<file path="config.mk">
export PLATFORM = sky130hd
export DESIGN_NAME = base64_encoder_with_byte_offset_core
export DESIGN_NICKNAME = d
export VERILOG_FILES = /design/src/hdl/b64o_pkg.sv /design/src/hdl/b64o_packer.sv /design/src/hdl/b64o_serializer.sv /design/src/hdl/base64_encoder_with_byte_offset_core.sv
export SDC_FILE = /design/constraint.sdc
export NUM_CORES = 1
export LEC_CHECK = 0
export BUFFER_PORTS_ARGS = -buffer_cell sky130_fd_sc_hd__buf_4
export CORE_ASPECT_RATIO = 1.25
export CORE_MARGIN = 2
export CORE_UTILIZATION = 56
export CTS_BUF_LIST = sky130_fd_sc_hd__clkbuf_2 sky130_fd_sc_hd__clkbuf_4 sky130_fd_sc_hd__clkbuf_8
export CTS_CLUSTER_SIZE = 8
export DETAILED_ROUTE_END_ITERATION = 16
export PLACE_DENSITY = 0.83
export SLEW_MARGIN = 10
export SYNTH_ARGS = -nofsm -noshare
export SYNTH_HDL_FRONTEND = slang
export SYNTH_SLANG_ARGS = --single-unit
</file>
<file path="constraint.sdc">
create_clock -name clock -period 5.6 [get_ports clock]
set_clock_uncertainty 0.05 [all_clocks]
set_input_delay 1.12 -clock clock [delete_from_list [all_inputs] [get_ports clock]]
set_output_delay 1.12 -clock clock [all_outputs]
set_load 0.02 [all_outputs]
</file>
<file path="src/hdl/b64o_pkg.sv">
// ----------------------------------------------------------------------------
// b64o_pkg: shared types and constants for the offset Base64 encoder
// Holds the alphabet lookup, the padding character and the group hand-over type.
// ----------------------------------------------------------------------------
`default_nettype none

package b64o_pkg;

   localparam int unsigned BYTE_W      = 8;
   localparam int unsigned SEXTET_W    = 6;
   localparam int unsigned GROUP_BYTES = 3;
   localparam int unsigned GROUP_CHARS = 4;
   localparam int unsigned TRIPLE_W    = BYTE_W * GROUP_BYTES;
   localparam int unsigned COUNT_W     = $clog2(GROUP_CHARS + 1);

   localparam logic [BYTE_W-1:0] PAD_CHAR = 8'h3D;   // '='

   // number of trailing characters replaced by padding
   typedef logic [1:0] pad_count_type;

   // one completed (or final, partial) group, handed from packer to serialiser
   typedef struct packed {
      logic [TRIPLE_W-1:0] triple;
      pad_count_type       pad_count;
      logic                last;
   } group_type;

   // standard alphabet: A-Z, a-z, 0-9, '+', '/'
   function automatic logic [BYTE_W-1:0] b64o_char(input logic [SEXTET_W-1:0] sextet);
      logic [BYTE_W-1:0] code;
      priority if (sextet < 6'd26) begin
         code = 8'h41 + {2'b00, sextet};
      end else if (sextet < 6'd52) begin
         code = 8'h61 + {2'b00, sextet - 6'd26};
      end else if (sextet < 6'd62) begin
         code = 8'h30 + {2'b00, sextet - 6'd52};
      end else if (sextet == 6'd62) begin
         code = 8'h2B;
      end else begin
         code = 8'h2F;
      end
      return code;
   endfunction

endpackage

`default_nettype wire

</file>
<file path="src/hdl/b64o_packer.sv">
// ----------------------------------------------------------------------------
// b64o_packer: input register and byte-group assembly
// Registers each request, adds the offset and gathers bytes into groups of three.
// ----------------------------------------------------------------------------
`default_nettype none

module b64o_packer
   import b64o_pkg::*;
(
   input  wire logic              clock,
   input  wire logic              reset,
   input  wire logic              req_valid,
   output logic                   req_stall,
   input  wire logic [BYTE_W-1:0] req_data_byte,
   input  wire logic              req_final_byte,
   input  wire logic              csr_write_enable,
   input  wire logic [BYTE_W-1:0] csr_write_data,
   output logic                   grp_valid,
   input  wire logic              grp_ready,
   output group_type              grp
);

   typedef enum logic [1:0] {
      POS_EMPTY,
      POS_ONE,
      POS_TWO
   } position_type;

   logic              in_valid_ff;
   logic [BYTE_W-1:0] in_byte_ff;
   logic              in_final_ff;
   logic [BYTE_W-1:0] offset_ff;
   logic [2*BYTE_W-1:0] held_ff;
   position_type      pos_ff;

   logic [BYTE_W-1:0] shifted_byte;
   logic              closes;
   logic              take;

   assign shifted_byte = in_byte_ff + offset_ff;
   assign closes       = in_final_ff || (pos_ff == POS_TWO);
   assign take         = in_valid_ff && (!closes || grp_ready);
   assign req_stall    = in_valid_ff && !take;
   assign grp_valid    = in_valid_ff && closes;

   always_comb begin
      grp = '0;
      unique case (pos_ff)
         POS_ONE: begin
            grp.triple    = {held_ff[2*BYTE_W-1:BYTE_W], shifted_byte, {BYTE_W{1'b0}}};
            grp.pad_count = 2'd1;
            grp.last      = 1'b1;
         end
         POS_TWO: begin
            grp.triple    = {held_ff, shifted_byte};
            grp.pad_count = 2'd0;
            grp.last      = in_final_ff;
         end
         default: begin
            grp.triple    = {shifted_byte, {2*BYTE_W{1'b0}}};
            grp.pad_count = 2'd2;
            grp.last      = 1'b1;
         end
      endcase
   end

   always_ff @(posedge clock) begin
      if (reset) begin
         in_valid_ff <= 1'b0;
         offset_ff   <= '0;
         held_ff     <= '0;
         pos_ff      <= POS_EMPTY;
      end else begin
         if (csr_write_enable) begin
            offset_ff <= csr_write_data;
         end
         if (!req_stall) begin
            in_valid_ff <= req_valid;
         end
         if (take) begin
            priority if (closes) begin
               held_ff <= '0;
               pos_ff  <= POS_EMPTY;
            end else if (pos_ff == POS_ONE) begin
               held_ff[BYTE_W-1:0] <= shifted_byte;
               pos_ff              <= POS_TWO;
            end else begin
               held_ff <= {shifted_byte, {BYTE_W{1'b0}}};
               pos_ff  <= POS_ONE;
            end
         end
      end
   end

   // payload needs no reset
   always_ff @(posedge clock) begin
      if (!req_stall) begin
         in_byte_ff  <= req_data_byte;
         in_final_ff <= req_final_byte;
      end
   end

endmodule

`default_nettype wire

</file>
<file path="src/hdl/b64o_serializer.sv">
// ----------------------------------------------------------------------------
// b64o_serializer: character encoding and output shift register
// Turns one group into four characters, sent one per cycle unless stalled.
// ----------------------------------------------------------------------------
`default_nettype none

module b64o_serializer
   import b64o_pkg::*;
(
   input  wire logic              clock,
   input  wire logic              reset,
   input  wire logic              grp_valid,
   output logic                   grp_ready,
   input  wire group_type         grp,
   output logic                   rsp_valid,
   input  wire logic              rsp_stall,
   output logic [BYTE_W-1:0]      rsp_code_char,
   output logic                   rsp_last_char
);

   logic [BYTE_W-1:0]  chars_ff [GROUP_CHARS];
   logic [COUNT_W-1:0] count_ff;
   logic               last_ff;

   logic [BYTE_W-1:0]  encoded [GROUP_CHARS];
   logic               pop;
   logic               load;

   assign rsp_valid     = (count_ff != '0);
   assign rsp_code_char = chars_ff[0];
   assign rsp_last_char = last_ff && (count_ff == COUNT_W'(1));
   assign pop           = rsp_valid && !rsp_stall;
   assign grp_ready     = (count_ff == '0) || ((count_ff == COUNT_W'(1)) && pop);
   assign load          = grp_valid && grp_ready;

   // trailing characters become padding
   always_comb begin
      for (int k = 0; k < GROUP_CHARS; k++) begin
         if (k >= GROUP_CHARS - int'(grp.pad_count)) begin
            encoded[k] = PAD_CHAR;
         end else begin
            encoded[k] = b64o_char(grp.triple[TRIPLE_W-1-SEXTET_W*k -: SEXTET_W]);
         end
      end
   end

   always_ff @(posedge clock) begin
      if (reset) begin
         count_ff <= '0;
         last_ff  <= 1'b0;
      end else begin
         if (load) begin
            count_ff <= COUNT_W'(GROUP_CHARS);
            last_ff  <= grp.last;
         end else if (pop) begin
            count_ff <= count_ff - COUNT_W'(1);
         end
      end
   end

   always_ff @(posedge clock) begin
      if (load) begin
         for (int k = 0; k < GROUP_CHARS; k++) begin
            chars_ff[k] <= encoded[k];
         end
      end else if (pop) begin
         for (int k = 0; k < GROUP_CHARS - 1; k++) begin
            chars_ff[k] <= chars_ff[k+1];
         end
      end
   end

endmodule

`default_nettype wire

</file>
<file path="src/hdl/base64_encoder_with_byte_offset_core.sv">
// ----------------------------------------------------------------------------
// base64_encoder_with_byte_offset_core: Base64 encoder with byte offset
// Streams message bytes in, adds a configurable offset and emits Base64 text.
// ----------------------------------------------------------------------------
//
//   port group | direction | contents
//   -----------+-----------+-----------------------------------------------
//   req_*      | in        | one message byte, flag on the last byte
//   rsp_*      | out       | one ASCII character, flag on the last character
//   csr_*      | in        | byte offset write (enable + data)
//
// A request is held in the input register; a byte that completes a
// group (or carries the final flag) loads four characters into the output
// shift register once the serialiser is ready, and they leave one per cycle
// while the response is not stalled. Sustained rate is set by that output of
// one character per cycle, so every three bytes in give four characters out.
// Reset clears the group state, the offset and all valid flags.
// A stalled response holds; a completing request waits in the input register
// until the last character of the previous group is taken.
// ----------------------------------------------------------------------------
`default_nettype none

module base64_encoder_with_byte_offset_core
   import b64o_pkg::*;
(
   input  wire logic              clock,
   input  wire logic              reset,
   input  wire logic              req_valid,
   output logic                   req_stall,
   input  wire logic [BYTE_W-1:0] req_data_byte,
   input  wire logic              req_final_byte,
   output logic                   rsp_valid,
   input  wire logic              rsp_stall,
   output logic [BYTE_W-1:0]      rsp_code_char,
   output logic                   rsp_last_char,
   input  wire logic              csr_write_enable,
   input  wire logic [BYTE_W-1:0] csr_write_data
);

   // hand-over between the packer and the serialiser
   logic      grp_valid;
   logic      grp_ready;
   group_type grp;

   // register the request, apply the offset, gather three bytes
   b64o_packer u_packer (
      .clock            (clock),
      .reset            (reset),
      .req_valid        (req_valid),
      .req_stall        (req_stall),
      .req_data_byte    (req_data_byte),
      .req_final_byte   (req_final_byte),
      .csr_write_enable (csr_write_enable),
      .csr_write_data   (csr_write_data),
      .grp_valid        (grp_valid),
      .grp_ready        (grp_ready),
      .grp              (grp)
   );

   // encode the group, pad it, shift characters out
   b64o_serializer u_serializer (
      .clock         (clock),
      .reset         (reset),
      .grp_valid     (grp_valid),
      .grp_ready     (grp_ready),
      .grp           (grp),
      .rsp_valid     (rsp_valid),
      .rsp_stall     (rsp_stall),
      .rsp_code_char (rsp_code_char),
      .rsp_last_char (rsp_last_char)
   );

endmodule

`default_nettype wire

</file>
* Word-level counts from Yosys, hierarchy flattened
Memory sizes are Yosys's and may differ from the RTL's. Cells that the tools add are included.
Storage, ports and cells: register bits 40, bits in latches 0, RAM bits 32, ROM bits 0, output and inout port bits 11, word-level logic and storage cells 115, memories 1
Operators by class: add/subtract/negate cells 23, $mul 0, div/mod/pow operators 0, magnitude comparators 16, eq/ne operators 8, shifts and indexed selects 0, mux-type cells 36, bitwise gates (word level) 3, reduce and logical (&&, ||, !) cells 18
Memories:
- u_serializer.chars_ff | depth 4, width 8, read ports 4, clocked after memory_dff 0, wr ports 4, line b64o_serializer.sv:21 | logic [BYTE_W-1:0] chars_ff [GROUP_CHARS];
Operator list (count):
- two-way mux 8 bit | 21
- adder 7 x 6 -> 8 bit (first input constant) | 8
- greater-or-equal comparator 1 x 32 -> 1 bit (first input constant) | 2
- greater-or-equal comparator 2 x 32 -> 1 bit (first input constant) | 2
- case mux 27 bit (2 select lines) | 1
- less-than comparator 6 bit (second input constant) | 8
- adder 6 x 6 -> 7 bit (first input constant) | 4
- == test 6 bit (second input constant) | 4
- less-than comparator 6 x 5 -> 1 bit (second input constant) | 4
- subtractor 6 x 5 -> 6 bit (second input constant) | 4
- subtractor 6 bit (second input constant) | 4
- two-way mux 3 bit | 6
- two-way mux 16 bit | 1
- adder 8 bit | 1
- logical AND 1 bit | 7
- two-way mux 1 bit | 5
- two-way mux 2 bit | 2
- subtractor 3 x 2 -> 4 bit (first input constant) | 1
- == test 3 x 1 -> 1 bit (second input constant) | 1
- logical NOT 1 bit | 3
- logical NOT 3 bit | 1
- logical OR 1 bit | 3
- OR 1 bit | 3
- nonzero test 3 bit | 1
- other kinds (7) | 7

* Depth between registers and ports, before layout
Gate-level depths: netlist of run 1.
word-level depth 9, depth in mapped cells 17, gate-level depth less buffers 17

* Hierarchy
A second synthesis of run 1 with hierarchy kept.
Second synthesis, totals: cells, all modules 625, area, all modules 5557.8 µm²
Modules (own cells, without submodules):
- b64o_serializer | times used 1, cells an instance 426, area an instance 3713.6 µm², sequential area each 1041.0 µm²
- b64o_packer | times used 1, cells an instance 199, area an instance 1844.3 µm², sequential area each 810.8 µm²

* Worst setup path before layout of run 1
OpenSTA, ideal clock, no wires.
kind register to register, start reg u_packer.offset_ff[0], end mem u_serializer.chars_ff[1][5], in the netlist u_serializer.chars_ff[0][13], data pin, library setup time 0.261 ns, arrival time 3.790 ns, path slack 1.499 ns, stages on the path, launching flop included 17, buffers on the path 0, clock period less this slack 4.101 ns, cell sequence dfxtp_1 -> ha_1 -> inv_1 -> fa_1 -> nor2b_1 -> o2111ai_1 -> nand3b_1 -> xnor2_1 -> a22oi_1 -> inv_1 -> ha_1 -> a31o_2 -> a31oi_2 -> xnor2_1 -> o31a_1 -> o31a_1 -> o32a_1
RTL lines:
- start: declaration | line b64o_packer.sv:32 | logic [BYTE_W-1:0] offset_ff;
- start signal: assignment | line b64o_packer.sv:75 | offset_ff <= csr_write_data;
- end: declaration | line b64o_serializer.sv:21

==> results of run 1 <==
## worst max-delay path: cells and delay by family, from the launching register on
kind                     cells  cell delay (ns)
AO/OA/AOI/OAI                7             2.15
XOR/XNOR                     2             0.22
adder cells (fa/ha/maj)      3             0.95
buffers and inverters        3             0.44
flip-flops                   1             0.34
AND/OR/NAND/NOR              2             0.38
## where the power goes
part / total, uW / leakage [uW] / switching, uW / internal (uW)
clock network: 414 / 0.0000976 / 209 / 206
registers: 781 / 0.000633 / 47.1 / 734
logic: 1140 / 0.00167 / 717 / 419
total: 2330 / 0.00240 / 973 / 1360
## cells by family after synthesis
logic type,count (synthesis),share of synthesized area
AND/OR/NAND/NOR,204,0.177
AO/OA/AOI/OAI,165,0.214
flip-flops,72,0.327
buffers and inverters,71,0.0572
adder cells (fa/ha/maj),55,0.123
XOR/XNOR,42,0.0676
multiplexers,19,0.0340
## routing by layer
layer	global-route usage	vias to the layer above
li1	-	2331
met1	0.314	2326
met2	0.467	201
met3	0.0310	42
met4	0.135	0
met5	0	-
## state kept, by name, indices dropped and copies added (netlist names)
name,cells
u_packer.in_byte_ff,8
u_packer.in_final_ff,1
u_serializer.chars_ff,32
u_packer.pos_ff,2
u_serializer.last_ff,1
u_serializer.count_ff,3
u_packer.held_ff,16
u_packer.offset_ff,8
u_packer.in_valid_ff,1
## worst max path at each step
stage                     slack [ns]  cells past startpoint                   from                            to
final                           0.81                     17  u_packer.offset_ff[0]  u_serializer.chars_ff[0][13]
after global routing            0.54                     17  u_packer.offset_ff[0]  u_serializer.chars_ff[0][13]
after CTS                       0.90                     17  u_packer.offset_ff[0]  u_serializer.chars_ff[0][13]
after detailed placement        0.93                     17  u_packer.offset_ff[0]  u_serializer.chars_ff[0][13]
after global placement          1.24                     17  u_packer.offset_ff[0]  u_serializer.chars_ff[0][13]
after floorplan                 1.50                     16  u_packer.offset_ff[0]  u_serializer.chars_ff[0][13]
## cells in the final DEF, fill, tap and decap left out, types with 13 or more instances in the layout
cell / count
inv_1: 34
nand2_1: 53
buf_4: 41
a21oi_1: 31
mux2i_1: 17
edfxtp_1: 41
a22oi_1: 20
nor2_1: 62
nor2b_1: 13
o21ai_0: 19
nor3_1: 15
dfxtp_1: 31
xor2_1: 14
xnor2_1: 26
ha_1: 54
## layout make-up
| cell class | instances | area share |
|---|---|---|
| tap | 129 | 0.0263 |
| multi-input combinational | 485 | 0.568 |
| inverter | 36 | 0.0228 |
| clock buffer | 9 | 0.0202 |
| sequential | 72 | 0.301 |
| clock inverter | 7 | 0.0114 |
| timing repair buffer | 41 | 0.0501 |
## stage by stage
step                      utilization  power (uW)  setup WS, ns
after floorplan                     -        1610          1.50
after global placement          0.598        1870          1.24
after detailed placement        0.598        1910         0.926
after CTS                       0.618        2320         0.898
after global routing            0.618        2470         0.545
final                           0.618        2330         0.813
==> results.md, run 1 <==
* Gr ovfl total at 0
* Ports at 33
* Crit. End Element: register
* Period utilization at 0.855
* Hold Buf Count CTS at 0
* Vias in the first global route at 4,678
* Vias per cell at 6.29
* Post-synth EDFFs at 41
* Largest net degree at the start of global routing at 30
* Total Wirelength at 13,900 um
* Fraction of registers with async set/reset at 0
* Data required, critical path at 5.67 ns
* R2R setup slack at 0.81 ns
* Fin. max-slew vios at 0
* Post-synthesis sequential area ratio at 0.327
* Die W at 93.9 um
* Total die area at 0.0109 mm^2
* FMAX at 209 MHz
* Synth top cells by count: nor2_1, ha_1, nand2_1
* R2R Path End: u_serializer.chars_ff[0][13]
* Power Dens Cells at 379 mW/mm^2
* Post-layout nets at 722
* Area Overhead vs Synth at 8.53%
* Setup repair bufs after CTS at 0
* P_leak at 0.00240 uW
* DR iter-0 viols at 347
* Setup TNS at 0 ns
* Row cnt at 41
* Status: completed
* Worst path arrival time at 4.85 ns
* Synth Flop Type: edfxtp_1
* Fin crit period at 4.79 ns
* Share of the synthesized area in the top cell type at 0.217
* Tot GR Track Use at 0.263
* Top cell type by total area after synthesis: edfxtp_1
* CTS Buffer Depth at 2
* Crit path largest cell delay at 0.55 ns
* Worst Hold Launch: u_packer.held_ff[1]
* Core Area at 0.00995 mm^2
* CTS Buf Count at 9
* Reg2Reg Launch Point: u_packer.offset_ff[0]
* Relative slew margins at 0.431
* Worst VDD drop at 381 uV
* DR WL met3 at 688 um
* # setup viols final at 0
* Post-DP HPWL at 10,400 um
* Top layer in use: met4
* Hold path cells at 2
* Hold WS at 0.415 ns
* Clock Latency Late Sink at 0.36 ns
* Crit-path slowest cell: a22oi_1
* Number of distinct library cells after synthesis at 85
* # resized after CTS at 0
* DRC Markers at 0
* Startpoint types: register
* RSZ-0062 raised after global routing: no
* CTS tree: built
* Antenna Nets Post-Route at 0
* Most frequent cell after synthesis: nor2_1
* Yosys warns at 0
* Area of the multi-input gates at 0.00349 mm^2
* Initial antenna violation count at 0
* Mean post-synth cell area at 9.02 um^2
* Htree depth at 3
* Cell Area, Placed at 0.00595 mm^2
* Synth area leaders: edfxtp_1, ha_1, dfxtp_1, nor2_1, xnor2_1
* First-pass GRT wire length at 22,500 um
* Hold endpoint: u_packer.held_ff[1]
* Via Count at 4,900
* Critical-path cell list: ha_1 > inv_1 > fa_1 > nor2b_1 > o2111ai_1 > nand3b_1 > xnor2_1 > buf_4 > a22oi_1 > inv_1 > ha_1 > a31o_2 > a31oi_2 > xnor2_1 > o31a_1 > o31a_1 > o32a_1
* Final instance area at 0.00615 mm^2
* Placed insts at 763
* Max-cap violations at 0
* Crit Path Max Fanout at 8
* Met1 WL at 5720 um
* Worst r2r path cells at 17
* Register area at 0.00185 mm^2
* Initial Util at 0.569
* DR WL/cell at 17.9 um
* HP Class: register to register
* GPL Wtd Cong at 0.909
* IO Port Bufs at 32
* Worst-margin pin slew at 0.851 ns
* CTS root buf: clkbuf_8
* Final-report hold violation count at 0
* Share of layout cells above drive strength 1 at 0.129
* Fillers at 849
* Detailed Routing Iterations Pass 1 at 5
* Routed length on met2 at 7010 um
* Clock-pin slew of the registers on the worst-case setup and hold paths at 0.08 ns
* ANT cells at 0
* Clock net sink count at 72
* Syn_nets at 705
* Mapped Area at 0.00566 mm^2
* Final cell count without fillers at 779
* Die Height at 116 um
* Mapped Cells at 628
* FF+latch count, synth at 72
* Setup CP Type: register to register
Note: power is estimated with default switching activity, not from simulation.
==> inputs of run 2 (changes only) <==
Settings changed: CORE_UTILIZATION 56 to 46, PLACE_DENSITY 0.83 to 0.72.
==> run 2 against run 1 <==
Sequential power is essentially flat. Hold slack better by 0.0070 ns. Register-to-register slack gained 0.20 ns. Critical endpoint unchanged. Sequential cell count unchanged. Non-clock buffer count is 2 higher. Via count down 0.84%. Clock power about the same. Worst setup slack better by 0.20 ns.
==> results.md, run 2 (same netlist as run 1, synthesis figures left out) <==
* Largest register FFs at 32
* Vias in the first global route at 4,742
* Leading cell types in the layout, fill and taps excluded: nor2_1, ha_1, nand2_1
* Relative slew margins at 0.506
* Status: completed
* HP Class: register to register
* CTS Buffer Depth at 2
* Net switching power at 999 uW
* Worst VDD drop at 353 uV
* Initial antenna violation count at 0
* Antenna Nets Post-Route at 0
* IO Port Bufs at 32
* P_leak at 0.00241 uW
* Hold WS at 0.422 ns
* Fin crit period at 4.59 ns
* Tot Pwr at 2330 uW
* # resized after CTS at 0
* Gr ovfl total at 0
* Power share of the clock group at 0.177
* Final-report hold violation count at 0
* Initial Util at 0.468
* Post-layout nets at 724
* Die W at 103 um
* Final instance area at 0.00620 mm^2
* CTS Buf Count at 9
* Crit Path Max Fanout at 8
* Via Count at 4,859
* Total Wirelength at 13,900 um
* Period utilization at 0.820
* Cell Area, Placed at 0.00601 mm^2
* ANT cells at 0
* Switch share at 0.429
* Crit path largest cell delay at 0.53 ns
* # setup viols final at 0
* Core Area at 0.0121 mm^2
* Clock-pin slew of the registers on the worst-case setup and hold paths at 0.10 ns
* Fillers at 1,117
* Post-DP HPWL at 10,600 um
* Worst-margin pin slew at 0.739 ns
* Max-cap violations at 0
* FMAX at 218 MHz
* Share of layout cells above drive strength 1 at 0.133
* GPL Wtd Cong at 0.937
* Area Overhead vs Synth at 9.50%
* Vias per cell at 5.95
* CTS tree: built
* DRC Markers at 0
* Top Registers: u_serializer.chars_ff (32), u_packer.held_ff (16)
* Tot GR Track Use at 0.221
* Most common cell after layout, fill and taps aside: nor2_1
* Largest net degree at the start of global routing at 30
* RSZ-0062 raised after global routing: no
* DR iter-0 viols at 386
* Row cnt at 45
* Worst path arrival time at 4.67 ns
* Setup CP Type: register to register
* Final cell count without fillers at 816
* Total die area at 0.0132 mm^2
* First-pass GRT wire length at 22,800 um
* Placed insts at 800
* Power Dens Cells at 376 mW/mm^2
* Biggest register: u_serializer.chars_ff
* CTS root buf: clkbuf_8
* Combinational power share at 0.489
* Setup repair bufs after CTS at 0
* Crit-path slowest cell: a22oi_1
* Detailed Routing Iterations Pass 1 at 5
* Crit. End Element: register
* Startpoint types: register
* Hold Buf Count CTS at 0
* Internal power at 1330 uW
* Fin. max-slew vios at 0
* Share of power burned in registers at 0.334
* Clock net sink count at 72
* DR WL/cell at 17.1 um
* Die Height at 128 um
* Ports at 33
* Clock Latency Late Sink at 0.38 ns
* Critical-path cell list: ha_1 > inv_1 > fa_1 > nor2b_1 > o2111ai_1 > nand3b_1 > xnor2_1 > buf_4 > a22oi_1 > inv_1 > ha_1 > a31o_2 > a31oi_2 > xnor2_1 > o31a_1 > o31a_1 > o32a_1
* Htree depth at 3
* Data required, critical path at 5.68 ns
* Setup TNS at 0 ns
[run 2: cell count changes in the layout (fill, tap and decap cells not counted), sizes merged]
cell / previous run / this run
clkinv: 4 / 2
clkinvlp: 1 / 0
buf: 41 / 43
bufinv: 1 / 0
inv: 37 / 41
[run 2: worst paths after layout]
kind                    startpoint                           end  slack [ns]  cells after the start
min reg2reg    u_packer.held_ff[1]           u_packer.held_ff[1]        0.42                      2
max          u_packer.offset_ff[0]  u_serializer.chars_ff[0][13]        1.01                     17
max reg2reg  u_packer.offset_ff[0]  u_serializer.chars_ff[0][13]        1.01                     17
min            u_packer.held_ff[1]           u_packer.held_ff[1]        0.42                      2
[run 2: routing by layer]
| metal | share of wire | wire length (um) | track usage | vias to the layer above |
|---|---|---|---|---|
| li1 | - | - | - | 2325 |
| met1 | 0.40 | 5610 | 0.265 | 2310 |
| met2 | 0.51 | 7060 | 0.376 | 178 |
| met3 | 0.051 | 706 | 0.0393 | 46 |
| met4 | 0.039 | 537 | 0.111 | 0 |
| met5 | 0 | 0 | 0 | - |
[run 2: layout make-up]
| class | instances | area (um^2) | share of cell area |
|---|---|---|---|
| Multi-Input combinational cell | 485 | 3490 | 0.563 |
| Inverter | 36 | 140 | 0.0226 |
| Sequential cell | 72 | 1850 | 0.299 |
| Clock inverter | 7 | 66.3 | 0.0107 |
| Tap cell | 164 | 205 | 0.0331 |
| Timing Repair Buffer | 43 | 323 | 0.0521 |
| Clock buffer | 9 | 124 | 0.0200 |
[run 2: power by group through the flow]
stage | Clock, uW | Sequential (uW) | Combinational [uW]
2_1_floorplan | 0 | 779 | 836
3_3_place_gp | 0 | 788 | 1090
3_5_place_dp | 0 | 793 | 1120
4_1_cts | 420 | 780 | 1130
5_1_grt | 439 | 791 | 1240
6_report | 412 | 779 | 1140
[run 2: critical path: cells and delay by family (launching register included)]
kind | cells | cell delay, ns
xor+xnor | 2 | 0.19
simple gates | 2 | 0.32
flops | 1 | 0.35
compound gates | 7 | 2.07
fa+ha+maj | 3 | 0.94
buf+inv | 3 | 0.42
[run 2: per-stage QoR]
stage / worst slack (ns) / util
3_3_place_gp: 1.22 / 0.497
2_1_floorplan: 1.50 / -
4_1_cts: 1.02 / 0.512
3_5_place_dp: 1.05 / 0.497
6_report: 1.01 / 0.512
5_1_grt: 0.668 / 0.512
